### config.mk
export PLATFORM = sky130hd
export DESIGN_NAME = lstmp_ctrl
export DESIGN_NICKNAME = d
export VERILOG_FILES = /design/src/rtl/lstmp_pkg.sv /design/src/rtl/lstmp_ctrl.sv
export SDC_FILE = /design/constraint.sdc
export NUM_CORES = 1
export LEC_CHECK = 0
export CORE_MARGIN = 2
export CORE_UTILIZATION = 57
export CTS_BUF_LIST = sky130_fd_sc_hd__clkbuf_4 sky130_fd_sc_hd__clkbuf_8
export DETAILED_ROUTE_END_ITERATION = 8
export DONT_BUFFER_PORTS = 1
export GPL_TIMING_DRIVEN = 1
export HOLD_SLACK_MARGIN = 0.12
export PLACE_DENSITY = 0.75
export SLEW_MARGIN = 20
export SYNTH_ARGS = -nofsm -noshare
export SYNTH_HDL_FRONTEND = slang
export SYNTH_SLANG_ARGS = --single-unit
### constraint.sdc
create_clock -name clk_i -period 3.4 [get_ports clk_i]
set_clock_uncertainty 0.15 [all_clocks]
set_input_delay 0.68 -clock clk_i [delete_from_list [all_inputs] [get_ports clk_i]]
set_output_delay 0.68 -clock clk_i [all_outputs]
set_load 0.005 [all_outputs]
### src/rtl/lstmp_pkg.sv
`timescale 1ns / 1ps
package lstmp_pkg;

  localparam int MAX_INPUT_DEF  = 64;
  localparam int MAX_HIDDEN_DEF = 64;
  localparam int MAX_PROJ_DEF   = 64;
  localparam int FRAC_BITS_DEF  = 12;

  localparam int CNT_W  = 7;
  localparam int IDX_W  = 14;
  localparam int VAL_W  = 16;
  localparam int OIDX_W = 6;
  localparam int ACC_W  = 44;
  localparam int TAB_N  = 1024;
  localparam int TAB_AW = 10;
  localparam int EXP_N  = 2047;
  localparam logic [31:0] EXP_STEP = 32'd2130771798;
  localparam logic [63:0] ONE31    = 64'h0000_0000_8000_0000;

  localparam logic [1:0] REG_INPUT  = 2'd0;
  localparam logic [1:0] REG_HIDDEN = 2'd1;
  localparam logic [1:0] REG_PROJ   = 2'd2;

  typedef enum logic [2:0] {
    FN_IN_W    = 3'd0,
    FN_REC_W   = 3'd1,
    FN_PROJ_W  = 3'd2,
    FN_BIAS    = 3'd3,
    FN_INIT_P  = 3'd4,
    FN_INIT_C  = 3'd5,
    FN_SAMPLE  = 3'd6,
    FN_READ_C  = 3'd7
  } func_e;

  typedef enum logic [3:0] {
    OP_NONE,
    OP_BIAS,
    OP_MAC_IN,
    OP_MAC_REC,
    OP_SAVE_PRE,
    OP_LUT,
    OP_CELL_A,
    OP_CELL_B,
    OP_SAVE_C,
    OP_TANH_C,
    OP_HID,
    OP_SAVE_H,
    OP_MAC_PW,
    OP_SAVE_Y,
    OP_RD_CELL
  } op_e;

  typedef enum logic [4:0] {
    ST_IDLE,
    ST_RDC,
    ST_BIAS,
    ST_IN,
    ST_REC,
    ST_GSAV,
    ST_ACT,
    ST_CA,
    ST_CB,
    ST_CSAV,
    ST_TC,
    ST_HID,
    ST_HSAV,
    ST_PGAP,
    ST_PMAC,
    ST_PSAV,
    ST_FIN
  } state_e;

  typedef struct packed {
    logic              wr;
    op_e               op;
    logic [1:0]        g;
    logic [CNT_W-1:0]  u;
    logic [CNT_W-1:0]  i;
    logic [CNT_W-1:0]  q;
    logic              lst;
    logic [IDX_W-1:0]  ridx;
  } cmd_t;

  typedef struct packed {
    logic out_full;
  } sts_t;

  typedef logic signed [15:0] tab_t [TAB_N];

  function automatic logic signed [15:0] sat_round(input logic signed [ACC_W-1:0] a,
                                                   input int frac);
    logic signed [ACC_W-1:0] h;
    logic signed [ACC_W-1:0] s;
    h = '0;
    h[frac-1] = 1'b1;
    s = a + h;
    s = s >>> frac;
    if (s > 44'sd32767) begin
      return 16'sh7fff;
    end else if (s < -44'sd32768) begin
      return 16'sh8000;
    end
    return s[15:0];
  endfunction

  function automatic logic [TAB_AW-1:0] tab_index(input logic signed [15:0] x, input int frac);
    logic signed [31:0] t;
    t = 32'(x) + (32'sd8 <<< frac);
    if (t < 0) begin
      return '0;
    end
    t = t >>> (frac - 6);
    if (t > 32'sd1023) begin
      return 10'd1023;
    end
    return t[TAB_AW-1:0];
  endfunction

  function automatic logic [63:0] udiv64(input logic [63:0] n, input logic [63:0] d);
    logic [63:0] r;
    logic [63:0] qt;
    int b;
    r = '0;
    qt = '0;
    for (b = 63; b >= 0; b--) begin
      r = {r[62:0], n[b]};
      if (r >= d) begin
        r = r - d;
        qt[b] = 1'b1;
      end
    end
    return qt;
  endfunction

  function automatic tab_t build_tab(input int frac, input bit is_tanh);
    tab_t        tb;
    logic [31:0] ex [EXP_N];
    logic [63:0] p;
    logic [63:0] e;
    logic [63:0] den;
    logic [63:0] num;
    logic [63:0] r;
    int          m;
    int          k;
    int          d;
    int          a;
    ex[0] = 32'h8000_0000;
    for (m = 1; m < EXP_N; m++) begin
      p = 64'(ex[m-1]) * 64'(EXP_STEP) + (ONE31 >> 1);
      ex[m] = p[62:31];
    end
    for (k = 0; k < TAB_N; k++) begin
      d = 2 * k - 1023;
      a = (d < 0) ? -d : d;
      if (!is_tanh) begin
        e = 64'(ex[a]);
        den = ONE31 + e;
        num = (d < 0) ? (e << frac) : (ONE31 << frac);
        r = udiv64(num + (den >> 1), den);
        tb[k] = r[15:0];
      end else begin
        e = 64'(ex[2*a]);
        den = ONE31 + e;
        num = ((ONE31 - e) << frac) + (den >> 1);
        r = udiv64(num, den);
        tb[k] = (d < 0) ? -r[15:0] : r[15:0];
      end
    end
    return tb;
  endfunction

endpackage

### src/rtl/lstmp_ctrl.sv
`timescale 1ns / 1ps
module lstmp_ctrl #(
  parameter int MAX_INPUT  = lstmp_pkg::MAX_INPUT_DEF,
  parameter int MAX_HIDDEN = lstmp_pkg::MAX_HIDDEN_DEF,
  parameter int MAX_PROJ   = lstmp_pkg::MAX_PROJ_DEF
) (
  input  logic                        clk_i,
  input  logic                        rst_ni,
  input  logic                        in_valid_i,
  output logic                        in_ready_o,
  input  logic [2:0]                  func_i,
  input  logic [lstmp_pkg::IDX_W-1:0] index_i,
  input  logic                        last_i,
  input  logic                        cfg_we_i,
  input  logic [1:0]                  cfg_idx_i,
  input  logic [lstmp_pkg::CNT_W-1:0] cfg_wdata_i,
  input  lstmp_pkg::sts_t             sts_i,
  output lstmp_pkg::cmd_t             cmd_o
);

  localparam int CW = lstmp_pkg::CNT_W;

  lstmp_pkg::state_e st_q, st_d;
  logic [CW-1:0] in_cnt_q, hid_cnt_q, prj_cnt_q;
  logic [CW-1:0] n_in, n_hid, n_prj;
  logic [1:0]    g_q, g_d;
  logic [CW-1:0] u_q, u_d, i_q, i_d, q_q, q_d;
  logic [lstmp_pkg::IDX_W-1:0] ridx_q, ridx_d;
  logic          acc_in;

  function automatic logic [CW-1:0] clamp_cnt(input logic [CW-1:0] v, input int mx);
    if (v == '0) begin
      return CW'(1);
    end else if (32'(v) > 32'(mx)) begin
      return CW'(mx);
    end
    return v;
  endfunction

  assign n_in  = clamp_cnt(in_cnt_q, MAX_INPUT);
  assign n_hid = clamp_cnt(hid_cnt_q, MAX_HIDDEN);
  assign n_prj = clamp_cnt(prj_cnt_q, MAX_PROJ);

  assign in_ready_o = (st_q == lstmp_pkg::ST_IDLE);
  assign acc_in     = in_valid_i && in_ready_o;

  always_ff @(posedge clk_i or negedge rst_ni) begin
    if (!rst_ni) begin
      in_cnt_q  <= CW'(64);
      hid_cnt_q <= CW'(64);
      prj_cnt_q <= CW'(64);
    end else if (cfg_we_i) begin
      unique case (cfg_idx_i)
        lstmp_pkg::REG_INPUT:  in_cnt_q  <= cfg_wdata_i;
        lstmp_pkg::REG_HIDDEN: hid_cnt_q <= cfg_wdata_i;
        lstmp_pkg::REG_PROJ:   prj_cnt_q <= cfg_wdata_i;
        default: begin
        end
      endcase
    end
  end

  always_ff @(posedge clk_i or negedge rst_ni) begin
    if (!rst_ni) begin
      st_q   <= lstmp_pkg::ST_IDLE;
      g_q    <= '0;
      u_q    <= '0;
      i_q    <= '0;
      q_q    <= '0;
      ridx_q <= '0;
    end else begin
      st_q   <= st_d;
      g_q    <= g_d;
      u_q    <= u_d;
      i_q    <= i_d;
      q_q    <= q_d;
      ridx_q <= ridx_d;
    end
  end

  always_comb begin
    st_d   = st_q;
    g_d    = g_q;
    u_d    = u_q;
    i_d    = i_q;
    q_d    = q_q;
    ridx_d = ridx_q;
    cmd_o      = '0;
    cmd_o.op   = lstmp_pkg::OP_NONE;
    cmd_o.g    = g_q;
    cmd_o.u    = u_q;
    cmd_o.i    = i_q;
    cmd_o.q    = q_q;
    cmd_o.ridx = ridx_q;
    unique case (st_q)
      lstmp_pkg::ST_IDLE: begin
        cmd_o.wr = acc_in;
        if (acc_in) begin
          if (func_i == lstmp_pkg::FN_SAMPLE && last_i) begin
            g_d  = '0;
            u_d  = '0;
            i_d  = '0;
            st_d = lstmp_pkg::ST_BIAS;
          end else if (func_i == lstmp_pkg::FN_READ_C) begin
            ridx_d = index_i;
            st_d   = lstmp_pkg::ST_RDC;
          end
        end
      end
      lstmp_pkg::ST_RDC: begin
        if (!sts_i.out_full) begin
          cmd_o.op = lstmp_pkg::OP_RD_CELL;
          st_d     = lstmp_pkg::ST_IDLE;
        end
      end
      lstmp_pkg::ST_BIAS: begin
        cmd_o.op = lstmp_pkg::OP_BIAS;
        i_d      = '0;
        st_d     = lstmp_pkg::ST_IN;
      end
      lstmp_pkg::ST_IN: begin
        cmd_o.op = lstmp_pkg::OP_MAC_IN;
        if (i_q == n_in - CW'(1)) begin
          i_d  = '0;
          st_d = lstmp_pkg::ST_REC;
        end else begin
          i_d = i_q + CW'(1);
        end
      end
      lstmp_pkg::ST_REC: begin
        cmd_o.op = lstmp_pkg::OP_MAC_REC;
        if (i_q == n_prj - CW'(1)) begin
          i_d  = '0;
          st_d = lstmp_pkg::ST_GSAV;
        end else begin
          i_d = i_q + CW'(1);
        end
      end
      lstmp_pkg::ST_GSAV: begin
        cmd_o.op = lstmp_pkg::OP_SAVE_PRE;
        g_d      = g_q + 2'd1;
        st_d     = (g_q == 2'd3) ? lstmp_pkg::ST_ACT : lstmp_pkg::ST_BIAS;
      end
      lstmp_pkg::ST_ACT: begin
        cmd_o.op = lstmp_pkg::OP_LUT;
        g_d      = g_q + 2'd1;
        if (g_q == 2'd3) begin
          st_d = lstmp_pkg::ST_CA;
        end
      end
      lstmp_pkg::ST_CA: begin
        cmd_o.op = lstmp_pkg::OP_CELL_A;
        st_d     = lstmp_pkg::ST_CB;
      end
      lstmp_pkg::ST_CB: begin
        cmd_o.op = lstmp_pkg::OP_CELL_B;
        st_d     = lstmp_pkg::ST_CSAV;
      end
      lstmp_pkg::ST_CSAV: begin
        cmd_o.op = lstmp_pkg::OP_SAVE_C;
        st_d     = lstmp_pkg::ST_TC;
      end
      lstmp_pkg::ST_TC: begin
        cmd_o.op = lstmp_pkg::OP_TANH_C;
        st_d     = lstmp_pkg::ST_HID;
      end
      lstmp_pkg::ST_HID: begin
        cmd_o.op = lstmp_pkg::OP_HID;
        st_d     = lstmp_pkg::ST_HSAV;
      end
      lstmp_pkg::ST_HSAV: begin
        cmd_o.op = lstmp_pkg::OP_SAVE_H;
        g_d      = '0;
        if (u_q == n_hid - CW'(1)) begin
          u_d  = '0;
          st_d = lstmp_pkg::ST_PGAP;
        end else begin
          u_d  = u_q + CW'(1);
          st_d = lstmp_pkg::ST_BIAS;
        end
      end
      lstmp_pkg::ST_PGAP: begin
        i_d  = '0;
        q_d  = '0;
        st_d = lstmp_pkg::ST_PMAC;
      end
      lstmp_pkg::ST_PMAC: begin
        cmd_o.op = lstmp_pkg::OP_MAC_PW;
        if (i_q == n_hid - CW'(1)) begin
          i_d  = '0;
          st_d = lstmp_pkg::ST_PSAV;
        end else begin
          i_d = i_q + CW'(1);
        end
      end
      lstmp_pkg::ST_PSAV: begin
        if (!sts_i.out_full) begin
          cmd_o.op  = lstmp_pkg::OP_SAVE_Y;
          cmd_o.lst = (q_q == n_prj - CW'(1));
          if (q_q == n_prj - CW'(1)) begin
            q_d  = '0;
            st_d = lstmp_pkg::ST_FIN;
          end else begin
            q_d  = q_q + CW'(1);
            st_d = lstmp_pkg::ST_PMAC;
          end
        end
      end
      lstmp_pkg::ST_FIN: begin
        st_d = lstmp_pkg::ST_IDLE;
      end
      default: begin
        st_d = lstmp_pkg::ST_IDLE;
      end
    endcase
  end

`ifndef SYNTHESIS
  a_step_start: assert property (@(posedge clk_i) disable iff (!rst_ni)
      (st_q == lstmp_pkg::ST_BIAS && $past(st_q) == lstmp_pkg::ST_IDLE) |->
      $past(in_valid_i && in_ready_o && func_i == lstmp_pkg::FN_SAMPLE && last_i))
    else $error("step started without a last sample beat");
  a_out_free: assert property (@(posedge clk_i) disable iff (!rst_ni)
      (cmd_o.op == lstmp_pkg::OP_SAVE_Y || cmd_o.op == lstmp_pkg::OP_RD_CELL) |->
      !sts_i.out_full)
    else $error("result issued into a full output register");
  a_unit_range: assert property (@(posedge clk_i) disable iff (!rst_ni)
      (st_q != lstmp_pkg::ST_IDLE) |-> (u_q < n_hid && q_q < n_prj))
    else $error("unit or output counter out of range");
  a_write_idle: assert property (@(posedge clk_i) disable iff (!rst_ni)
      cmd_o.wr |-> (st_q == lstmp_pkg::ST_IDLE))
    else $error("store write outside idle");
`endif

endmodule

==> impl_metrics.toml <==
[run_status]
status = "complete, but fails checks"
violations = "negative setup slack"

[cts]
post-cts-setup-buffers = 0
cts-buffers-inserted = 9
htree_levels = 3
cts_buffer_depth = 2
insertion_delay_ns = 0.35
cts-root-buf = "clkbuf_8"
cts_sinks = 63
clk_pin_slew_ns = 0.08
cts_tree = "built"

[die]
initial_core_util = 0.588
core.rowCount = 32
num_io_pins = 76
core-area_um2 = 7730
dieWidth_um = 93.3
fp.dieH_um = 93.3
die_area_um2 = 8710

[global_routing]
grt_overflow = 0
antenna_found_initial = 0
grt_max_degree = 64
grt_pass1_wl_um = 18600
grt_pass1_vias = 3663
grt_usage = 0.271

[drt]
drt_iter0_drc = 295
dr_total_vias = 3890
ant_nets = 0
wl_per_cell_um = 18.7
wl_um = 11300
dr.pass1.iters = 7
drc_errors = 0
viasPerCell = 6.42

[place]
routabilityCongestion = 0.914
pre_cts_slack_ns = -0.0285
post-place-cells = 588
dp_hpwl_um = 7980
port_buffers = 0

[synth]
syn_nets = 532
syn_inst = 493
ys_types = 79
syn_avg_cell_area_um2 = 9.22
synth_edf_count = 0
seq_area_frac_synth = 0.348
synth_area_leaders = "dfrtp_1 (33%), mux2_2 (8.9%), xnor2_1 (3.7%), nor2_1 (3.4%), a21oi_1 (2.8%)"
yosysTopAreaCell = "dfrtp_1"
synth_top_area_share = 0.330
async_flop_share = 1.00
synth_warnings = 0
ys_seq_elements = 63
ys.flop_type = "dfrtp_1"
synthesis.area_um2 = 4550

[power]
p_int_mw = 2.35
combPwrFrac = 0.446
clkPwrFrac = 0.232
leakage_nw = 2.03
switching_share = 0.397
total_power_mw = 3.90
p_seq_frac = 0.322
power.switching_mw = 1.55
ir_drop_uv = 378
power.density_nw_per_um2 = 764

[worst_setup_path]
worst-r2r-setup-slack_ns = 0.13
r2r_cells = 11
cp_max_fo = 2
crit_path_start_kind = "flip-flop"
required_ns = 2.57
cp-end-kind = "primary output"
critPathKind = "reg -> out"
worstPathArrival_ns = 2.78

[timing]
worst_slack_ns = -0.215
worstMarginPinSlew_ns = 1.10
max_freq_ghz = 0.277
tns_ns = -0.215
worst_slew_margin_rel = 0.266
final_max_slew_viol_count = 0
hold_ws_ns = 0.245
layout_min_cycle_time_ns = 3.61
post-route-period-util = 1.06
setup_viol = 1
rsz0062_at_grt = "yes"
hold_viol = 0

[worst_hold_path]
holdPathStages = 1
hold_path_class = "in -> reg"

[run]
maxCapViolCount = 0

[cells_and_area]
final_common_cell = "dfrtp_1"
area_growth_pct = 12.2
fillers = 633
fin_nets = 538
mostFrequentLayoutCells = "dfrtp_1 (59), nor2_1 (41), mux2_2 (36), nand2_1 (33), buf_4 (25)"
drive_above_1_share = 0.234
diodes = 0
final_cells = 606
[final cells by class]
class / count / area (um^2) / share of cell area
clock buffers: 11 / 151 / 0.0297
flip-flops and latches: 63 / 1580 / 0.310
inverters: 16 / 60.1 / 0.0118
well taps: 102 / 128 / 0.0250
multi-input cells: 382 / 2830 / 0.554
clock inverters: 5 / 128 / 0.0250
repair buffers: 27 / 225 / 0.0442
[flip-flops by register name, summed over array words and instances, names as in the netlist]
name       flops
in_cnt_q       7
g_q            2
i_q            7
ridx_q        14
u_q            7
hid_cnt_q      7
st_q           5
prj_cnt_q      7
q_q            7
[final timing paths]
check | to | start
min in group asynchronous | prj_cnt_q[3]$_DFFE_PN0P_ | rst_ni
hold / removal | st_q[4]$_DFFE_PN0P_ | sts_i
max in group asynchronous | in_cnt_q[6]$_DFFE_PN1P_ | rst_ni
setup / recovery | cmd_o[14] | prj_cnt_q[6]$_DFFE_PN1P_
hold reg to reg | ridx_q[2]$_DFFE_PN0P_ | ridx_q[2]$_DFFE_PN0P_
setup reg to reg | st_q[0]$_DFFE_PN0P_ | prj_cnt_q[6]$_DFFE_PN1P_
[per-stage QoR]
stage | util | cell area, um^2
2_1_floorplan | - | 4560
3_3_place_gp | 0.611 | 4720
3_5_place_dp | 0.611 | 4720
4_1_cts | 0.655 | 5060
5_1_grt | 0.660 | 5100
6_report | 0.660 | 5100
[what timing repair did]
action / CTS / global route
resized for setup: 5 / 10
endpoints found under the hold margin: 63 / 0
setup endpoints to repair: 1 / 7
hold buffers: 2 / 0
pin swaps: 6 / 3
[power groups by stage]
stage / registers [mW] / clock network [mW] / logic [mW]
final: 1.25 / 0.905 / 1.74
after global routing: 1.29 / 0.948 / 1.93
after CTS: 1.25 / 0.911 / 1.68
after detailed placement: 1.26 / 0 / 1.64
after global placement: 1.25 / 0 / 1.59
after floorplan: 1.12 / 0 / 1.40
[synthesized netlist by cell type (all sizes together) (8+ instances only)]
cell type / n
nor2: 41
o21ai: 24
clkbuf: 22
mux2: 38
xnor2: 19
nor3: 20
nor4: 8
or3: 9
nand2b: 8
a21oi: 25
nand2: 33
nand3: 12
inv: 16
dfrtp: 60
xor2: 13
buf: 10
[per-layer routing]
metal / vias to the layer above / GRT usage / wire, um
met5: - / 0 / 0
met4: 0 / 0.0674 / 133
met3: 12 / 0.0612 / 707
met2: 116 / 0.429 / 5430
met1: 1940 / 0.376 / 5040
li1: 1822 / - / -
[worst max-delay path, cell delays in order, from the launching register on]
cell	delay, ns
dfstp_2	0.37
or4_4	0.55
o2bb2ai_4	0.14
inv_2	0.06
ha_4	0.26
xor2_1	0.12
o221ai_1	0.13
a211oi_2	0.21
nand4b_1	0.15
nor3_2	0.19
nor3b_2	0.25
[cell families after synthesis]
family / count (synthesis) / share of synthesized area
DFF: 63 / 0.348
buffers and inverters: 48 / 0.0468
AOI/OAI and AO/OA: 120 / 0.197
and+or+nand+nor: 182 / 0.226
adders and majority gates: 7 / 0.0193
xor gates and xnor gates: 32 / 0.0616
muxes: 41 / 0.102
No activity file was read; power rests on OpenSTA's default activity.
